<file path="config.mk">
export PLATFORM = sky130hd
export DESIGN_NAME = pl3p_offset
export DESIGN_NICKNAME = d
export VERILOG_FILES = /design/src/pl3p_pkg.sv /design/src/pl3p_offset.sv
export SDC_FILE = /design/constraint.sdc
export NUM_CORES = 2
export LEC_CHECK = 0
export BUFFER_PORTS_ARGS = -buffer_cell sky130_fd_sc_hd__clkbuf_2
export CAP_MARGIN = 15
export CORE_UTILIZATION = 45
export DETAILED_ROUTE_END_ITERATION = 12
export GPL_TIMING_DRIVEN = 0
export PLACE_DENSITY_LB_ADDON = 0.05
export SETUP_SLACK_MARGIN = 0.4
export SLEW_MARGIN = 20
export SYNTH_ARGS = -nofsm -noshare
export SYNTH_HDL_FRONTEND = slang
export SYNTH_SLANG_ARGS = --single-unit
</file>
<file path="constraint.sdc">
create_clock -name clock -period 5.9 [get_ports clock]
set_input_delay 1.18 -clock clock [delete_from_list [all_inputs] [get_ports clock]]
set_output_delay 1.18 -clock clock [all_outputs]
set_load 0.005 [all_outputs]
</file>
<file path="src/pl3p_pkg.sv">
`default_nettype none
// ----------------------------------------------------------------------------
// pl3p_pkg
// Shared widths and payload types for the plane-from-three-points pipeline.
// ----------------------------------------------------------------------------
package pl3p_pkg;

   localparam int COORD_WIDTH      = 24;
   localparam int NORMAL_FRAC_BITS = 15;

   // Edge vectors, cross product and its magnitude.
   localparam int EDGE_W  = COORD_WIDTH + 1;
   localparam int CROSS_W = 2 * EDGE_W;
   localparam int MAG_W   = 2 * COORD_WIDTH + 1;
   localparam int LZ_W    = $clog2(MAG_W);

   // Normalized components land in [2^30, 2^31) for the largest one.
   localparam int T_W     = 31;
   localparam int SQ_W    = 2 * T_W;
   localparam int SUM_W   = SQ_W + 2;
   localparam int ROOT_W  = SUM_W / 2;
   localparam int REM_W   = ROOT_W + 2;

   // Per-lane division of t * 2^NF + len/2 by len.
   localparam int NUM_W   = T_W + NORMAL_FRAC_BITS + 1;
   localparam int Q_W     = NORMAL_FRAC_BITS + 1;
   localparam int DREM_W  = ROOT_W + 1;

   // Normal components, dot product and offset.
   localparam int NV_W    = NORMAL_FRAC_BITS + 1;
   localparam int PROD_W  = NV_W + COORD_WIDTH;
   localparam int DOT_W   = PROD_W + 2;
   localparam int NEG_W   = DOT_W - NORMAL_FRAC_BITS + 1;
   localparam int OFS_W   = COORD_WIDTH + 1;

   // Stream payload widths, rounded up to whole bytes.
   localparam int IN_DATA_W  = ((9 * COORD_WIDTH + 7) / 8) * 8;
   localparam int OUT_DATA_W = ((3 * NV_W + OFS_W + 7) / 8) * 8;

   // One point; index 0 is x, 1 is y, 2 is z.
   typedef logic [2:0][COORD_WIDTH-1:0] point_type;

   typedef struct packed {
      logic [2:0]          neg;
      logic [2:0][T_W-1:0] t;
      point_type           p0;
      logic                degen;
   } norm_side_type;

   typedef struct packed {
      logic [2:0] neg;
      point_type  p0;
      logic       degen;
   } div_side_type;

endpackage
`default_nettype wire

</file>
<file path="src/pl3p_offset.sv">
`default_nettype none
// ----------------------------------------------------------------------------
// pl3p_offset
// Signs and clamps the normal, then forms d = -(n . p0) with rounding and
// saturation. Four register stages; the last one is the output register.
// ----------------------------------------------------------------------------
module pl3p_offset import pl3p_pkg::*; (
   input  logic                   clock,
   input  logic                   reset,
   input  logic                   en,
   input  logic                   in_valid,
   input  logic [Q_W-1:0]         in_q [3],
   input  div_side_type           in_side,
   output logic                   out_valid,
   output logic [2:0][NV_W-1:0]   out_normal,
   output logic [OFS_W-1:0]       out_offset,
   output logic                   out_degen
);

   localparam logic [Q_W-1:0]          Q_LIM   = Q_W'(1) << NORMAL_FRAC_BITS;
   localparam logic [Q_W-1:0]          Q_POS   = Q_LIM - Q_W'(1);
   localparam logic signed [DOT_W-1:0] RND     = DOT_W'(1) <<< (NORMAL_FRAC_BITS - 1);
   localparam logic signed [NEG_W-1:0] D_HI    = (NEG_W'(1) <<< COORD_WIDTH) - NEG_W'(1);
   localparam logic signed [NEG_W-1:0] D_LO    = -(NEG_W'(1) <<< COORD_WIDTH);
   localparam logic [OFS_W-1:0]        OFS_MAX = {1'b0, {COORD_WIDTH{1'b1}}};
   localparam logic [OFS_W-1:0]        OFS_MIN = {1'b1, {COORD_WIDTH{1'b0}}};

   logic [3:0]                v_ff;
   logic [3:0]                dg_ff;
   logic [2:0][NV_W-1:0]      nv_ff [4];
   logic [2:0][NV_W-1:0]      nv_in;
   point_type                 p0_ff;
   logic signed [PROD_W-1:0]  prod_ff [3];
   logic signed [PROD_W-1:0]  prod_in [3];
   logic signed [DOT_W-1:0]   s_ff;
   logic signed [DOT_W-1:0]   s_in;
   logic signed [NEG_W-1:0]   fl;
   logic signed [NEG_W-1:0]   nd;
   logic [OFS_W-1:0]          d_in;
   logic [OFS_W-1:0]          d_ff;

   always_comb begin
      for (int i = 0; i < 3; i++) begin
         // A degenerate item gets a zero normal, which also zeroes d.
         if (in_side.degen) begin
            nv_in[i] = '0;
         end else if (in_side.neg[i]) begin
            nv_in[i] = (in_q[i] > Q_LIM) ? Q_LIM : NV_W'(-in_q[i]);
         end else begin
            nv_in[i] = (in_q[i] > Q_POS) ? Q_POS : in_q[i];
         end
         prod_in[i] = $signed(nv_ff[0][i]) * $signed(p0_ff[i]);
      end
      s_in = DOT_W'(prod_ff[0]) + DOT_W'(prod_ff[1]) + DOT_W'(prod_ff[2]) + RND;
      fl   = NEG_W'(s_ff >>> NORMAL_FRAC_BITS);
      nd   = -fl;
      if (nd > D_HI) begin
         d_in = OFS_MAX;
      end else if (nd < D_LO) begin
         d_in = OFS_MIN;
      end else begin
         d_in = OFS_W'(nd);
      end
   end

   always_ff @(posedge clock) begin
      if (reset) begin
         v_ff <= '0;
      end else if (en) begin
         v_ff <= {v_ff[2:0], in_valid};
      end
   end

   always_ff @(posedge clock) begin
      if (en) begin
         nv_ff[0] <= nv_in;
         nv_ff[1] <= nv_ff[0];
         nv_ff[2] <= nv_ff[1];
         nv_ff[3] <= nv_ff[2];
         dg_ff    <= {dg_ff[2:0], in_side.degen};
         p0_ff    <= in_side.p0;
         prod_ff  <= prod_in;
         s_ff     <= s_in;
         d_ff     <= d_in;
      end
   end

   assign out_valid  = v_ff[3];
   assign out_normal = nv_ff[3];
   assign out_offset = d_ff;
   assign out_degen  = dg_ff[3];

endmodule
`default_nettype wire

</file>
* Yosys cells after proc, flatten, opt, wreduce, memory -nomap -nowiden
Memory sizes are Yosys's and may differ from the RTL's.
Index checks and enable logic that the tools add are counted.
** Storage, ports and cells
- Bits in writable memories :: 192
- Flip-flop bits (word level) :: 267
- Memories kept :: 1
** Memory list
- nv_ff :: depth 4, width 48, rd ports 4, clocked after memory_dff 0, write ports 4, line pl3p_offset.sv:30 : logic [2:0][NV_W-1:0] nv_ff [4];
** Operators by class
- $mul :: 3
- Order comparisons :: 8
- Add/subtract/negate cells :: 7
- Multiplexer cells :: 15
** Operators with widths (count)
- two-way mux 16 bit :: 12
- multiplier 16 x 24 -> 40 bit :: 3
- greater-than comparator 16 x 15 -> 1 bit, second input constant :: 3
- greater-than comparator 16 bit, second input constant :: 3
- negator 16 bit :: 3
- adder 41 x 40 -> 42 bit :: 1
- adder 42 x 16 -> 42 bit, second input constant :: 1
- adder 40 x 40 -> 41 bit :: 1
- greater-than comparator 28 x 25 -> 1 bit, second input constant :: 1
- < comparator 28 x 25 -> 1 bit, second input constant :: 1
- negator 27 -> 28 bit :: 1
- two-way mux 25 bit :: 1
- two-way mux 1 bit :: 2

* Longest topological paths before layout
- Word-level depth :: 4
- Depth in mapped cells :: 25

* Worst setup path after synthesis
OpenSTA, ideal clock, no wires.
- Path kind :: reg-to-reg
- From :: memory nv_ff[0][1] (netlist bit)
- To :: register prod_ff[116] (netlist bit), data pin
- Data required time :: 5.642 ns
- Clock period less this slack :: 6.326 ns
- Buffers on the path :: 1
- Setup slack :: -0.426 ns
- Data arrival time :: 6.069 ns
- Library setup time :: 0.258 ns
- Stages on the path, launching flop included :: 24
- Cells stage by stage :: edfxtp_1 -> clkbuf_1 -> nand2_1 -> fa_1 -> inv_1 -> fa_1 -> inv_1 -> fa_1 -> inv_1 -> fa_1 -> fa_1 -> inv_1 -> fa_1 -> inv_1 -> ha_1 -> a211oi_1 -> nor2_1 -> a211o_1 -> a311o_1 -> o21ai_0 -> a31oi_1 -> a211o_1 -> a21oi_1 -> xnor2_1
** RTL lines
- from (decl) :: line pl3p_offset.sv:30
- to (signal assigned) :: line pl3p_offset.sv:82 : prod_ff <= prod_in;
- to (decl) :: line pl3p_offset.sv:33 : logic signed [PROD_W-1:0] prod_ff [3];

==> results.py <==
metrics = {
    "logic_synthesis": {
        "synth_seq_cells": 444,
        "syn_nets": 7474,
        "async_reset_ff_share_pct": 0,
        "synth-main-ff-cell": "edfxtp_1",
        "synth_cell_type_count": 66,
        "yosysSeqAreaShare_pct": 22.3,
        "synth_edf_count": 440,
        "synthCells": 5809,
        "ys_warn_count": 0,
        "synth_top_area_cell": "fa_1",
        "syn_area_um2": 59700,
        "avgSynthCellArea_um2": 10.3,
        "synth_top_area_share_pct": 39.0,
        "synth_area_leaders": "fa_1, edfxtp_1, inv_1",
    },
    "worst_setup_path": {
        "ff2ff_path_depth": 23,
        "crit_fanout": 10,
        "crit_top_cell": "fa_1",
        "worst_ep_arrival_time_ns": 6.91,
        "path_class": "flop to flop",
        "slowest_stage": "fa_1",
        "crit_path_end_kind": "flop",
        "crit_chain": "clkbuf_4 -> nand2_1 -> fa_1 -> inv_1 -> fa_1 -> inv_2 -> fa_2 -> inv_1 -> fa_2 -> fa_1 -> inv_1 -> fa_1 -> inv_2 -> ha_4 -> a211oi_2 -> nor2_1 -> a211o_1 -> a311o_1 -> o21ai_4 -> a31oi_4 -> a211o_1 -> a21oi_2 -> xnor2_2",
        "cpLargestDelayFamily": "adder cells",
        "r2r_slack_ns": -0.63,
        "max_stage_delay_ns": 0.56,
        "critical_path_buf_inv_count": 6,
        "reg2reg_to": "prod_ff[116]$_DFFE_PP_",
        "critPathLaunchType": "flop",
        "rr_startpoint": "p0_ff[8]$_DFFE_PP_",
        "critical_path_required_ns": 6.27,
    },
    "status": {
        "status": "complete, but fails checks",
        "violations": "negative setup slack",
    },
    "cts": {
        "cts.sinks": 444,
        "cts_tree": "yes",
        "numCtsBuffers": 57,
        "insertion_delay_ns": 0.69,
        "hold_buffers": 0,
        "clkTransAtPathRegs_ns": 0.06,
        "cts_buffer_depth": 3,
        "htreeDepth": 2,
        "cts-root-buf": "clkbuf_16",
    },
    "timing": {
        "setup_violations": 53,
        "fmax_mhz": 153,
        "finalMaxSlewViolations": 0,
        "finalClockSkew_ns": 0.0514,
        "hold_ws_ns": 0.404,
        "worst_pin_slew_ns": 0.841,
        "post-route-period-util_pct": 111,
        "rsz0062_at_grt": "yes",
        "min_period_ns": 6.53,
        "slew_headroom_pct": 43.9,
        "fin_setup_tns_ns": -16.14,
        "hold_viol_final": 0,
        "fin_ws_ns": -0.633,
    },
    "drt": {
        "ant_nets": 0,
        "drc": 0,
        "drt-initial-drc-count": 2768,
        "vias": 42400,
        "drt_wl_total_um": 176000,
        "firstDrtPassIters": 5,
        "wl_per_cell_um": 21.4,
        "avgViaCountPerCell": 5.17,
    },
    "min_path": {
        "hold_depth": 0,
        "min_to": "nv_ff[3][32]$_DFFE_PP_",
        "hold_class": "flop to flop",
        "worstHoldStart": "nv_ff[2][32]$_DFFE_PP_",
    },
    "floorplan": {
        "die_area_um2": 134000,
        "boundaryPins": 203,
        "placementRows": 133,
        "die_y_um": 366,
        "core-area_um2": 131000,
        "die_x_um": 366,
        "initial_core_util_pct": 45.4,
    },
    "layout": {
        "area_growth_pct": 20.0,
        "final_cell_mix": "inv_1, fa_1, nand2_1",
        "fin_nets": 8069,
        "layout-drive-gt1-share_pct": 18.9,
        "final_common_cell": "inv_1",
        "utilization_pct": 54.5,
        "final_cells": 8205,
    },
    "placed_design": {
        "hpwl_um": 138000,
        "dp.cells": 7770,
        "place_congestion": 0.930,
        "portBuffers": 201,
    },
    "global_routing": {
        "antenna_found_initial": 13,
        "grt_pass1_wl_um": 268000,
        "grt_pass1_vias": 44000,
        "grt_usage_pct": 26.7,
        "grt_max_degree": 95,
        "globalRouteOverflowTotal": 0,
    },
    "job": {
        "maxCapViolCount": 0,
    },
}
## cell type report
cell class | count | area (um2)
Fill cell | 12000 | 59900
Multi-Input combinational cell | 3824 | 42800
Sequential cell | 444 | 13300
Inverter | 1347 | 5070
Timing Repair Buffer | 536 | 4240
Tap cell | 1755 | 2200
Buffer | 194 | 2020
Clock buffer | 65 | 1480
Clock inverter | 39 | 452
Antenna cell | 1 | 2.50
## flip-flops by register name, summed over array words and instances, names as in the netlist
name,flops
nv_ff,192
v_ff,4
prod_ff,120
p0_ff,72
out_offset,25
s_ff,27
dg_ff,4
## stage by stage
step           setup slack, ns  cell area [um2]
6_report                -0.633            71600
5_1_grt                 -0.765            71600
4_1_cts                 -0.624            69900
3_5_place_dp             -1.78            64200
3_3_place_gp             -4.31            64000
2_1_floorplan          -0.0535            60800
## cells in the mapped netlist, types with 36 or more instances
library cell and n:
a21o_1 78, a21oi_1 153, and2_1 464, clkbuf_1 194, edfxtp_1 440, fa_1 1161
ha_1 376, inv_1 1346, nand2_1 734, nand2b_1 36, nor2_1 164, o21ai_0 92
xnor2_1 123, xor2_1 50
## worst max path at each step
| stage | start | cells past startpoint | to | slack, ns |
|---|---|---|---|---|
| global route | p0_ff[9]$_DFFE_PP_ | 23 | prod_ff[116]$_DFFE_PP_ | -0.76 |
| CTS | nv_ff[0][6]$_SDFFCE_PP0P_ | 23 | prod_ff[116]$_DFFE_PP_ | -0.62 |
| global placement | en | 4 | v_ff[2]$_SDFFE_PP0P_ | -4.31 |
| floorplan | p0_ff[4]$_DFFE_PP_ | 22 | prod_ff[116]$_DFFE_PP_ | -0.05 |
| detailed placement | nv_ff[0][28]$_SDFFCE_PP0P_ | 21 | prod_ff[78]$_DFFE_PP_ | -1.78 |
| finish | p0_ff[8]$_DFFE_PP_ | 23 | prod_ff[116]$_DFFE_PP_ | -0.63 |
## routing by layer
layer | vias up | wire length [um] | global-route usage, %
met2 | 1189 | 80400 | 42.0
met4 | 4 | 7310 | 9.49
met3 | 272 | 10600 | 4.16
li1 | 19000 | - | -
met1 | 21900 | 77600 | 37.5
met5 | - | 32 | 0
## worst reg2reg max path, stage by stage, from the launching register on
cell      delay [ns]
edfxtp_1        0.42
clkbuf_4        0.30
nand2_1         0.11
fa_1            0.48
inv_1           0.05
fa_1            0.55
inv_2           0.04
fa_2            0.52
inv_1           0.05
fa_2            0.41
fa_1            0.48
inv_1           0.05
fa_1            0.56
inv_2           0.06
ha_4            0.17
a211oi_2        0.21
nor2_1          0.07
a211o_1         0.24
a311o_1         0.41
o21ai_4         0.26
a31oi_4         0.15
a211o_1         0.33
a21oi_2         0.17
xnor2_2         0.12
## kinds of logic after synthesis
family,count (synthesis),share of synthesized area [%]
muxes,7,0.117
adders and majority gates,1537,46.8
buffers and inverters,1541,9.69
DFF,444,22.3
AOI/OAI and AO/OA,524,5.65
and+or+nand+nor,1583,12.9
xor gates and xnor gates,173,2.54
## timing repair
action | in CTS | in global routing
cloned | 5 | 4
buffers inserted | 247 | 74
endpoints found under the setup margin | 88 | 85
gates resized for setup | 390 | 333
pin swaps | 141 | 211
Power is left out: the tool's default activity adds up to more than one toggle a clock period on the data nets, which glitch-free logic cannot reach.
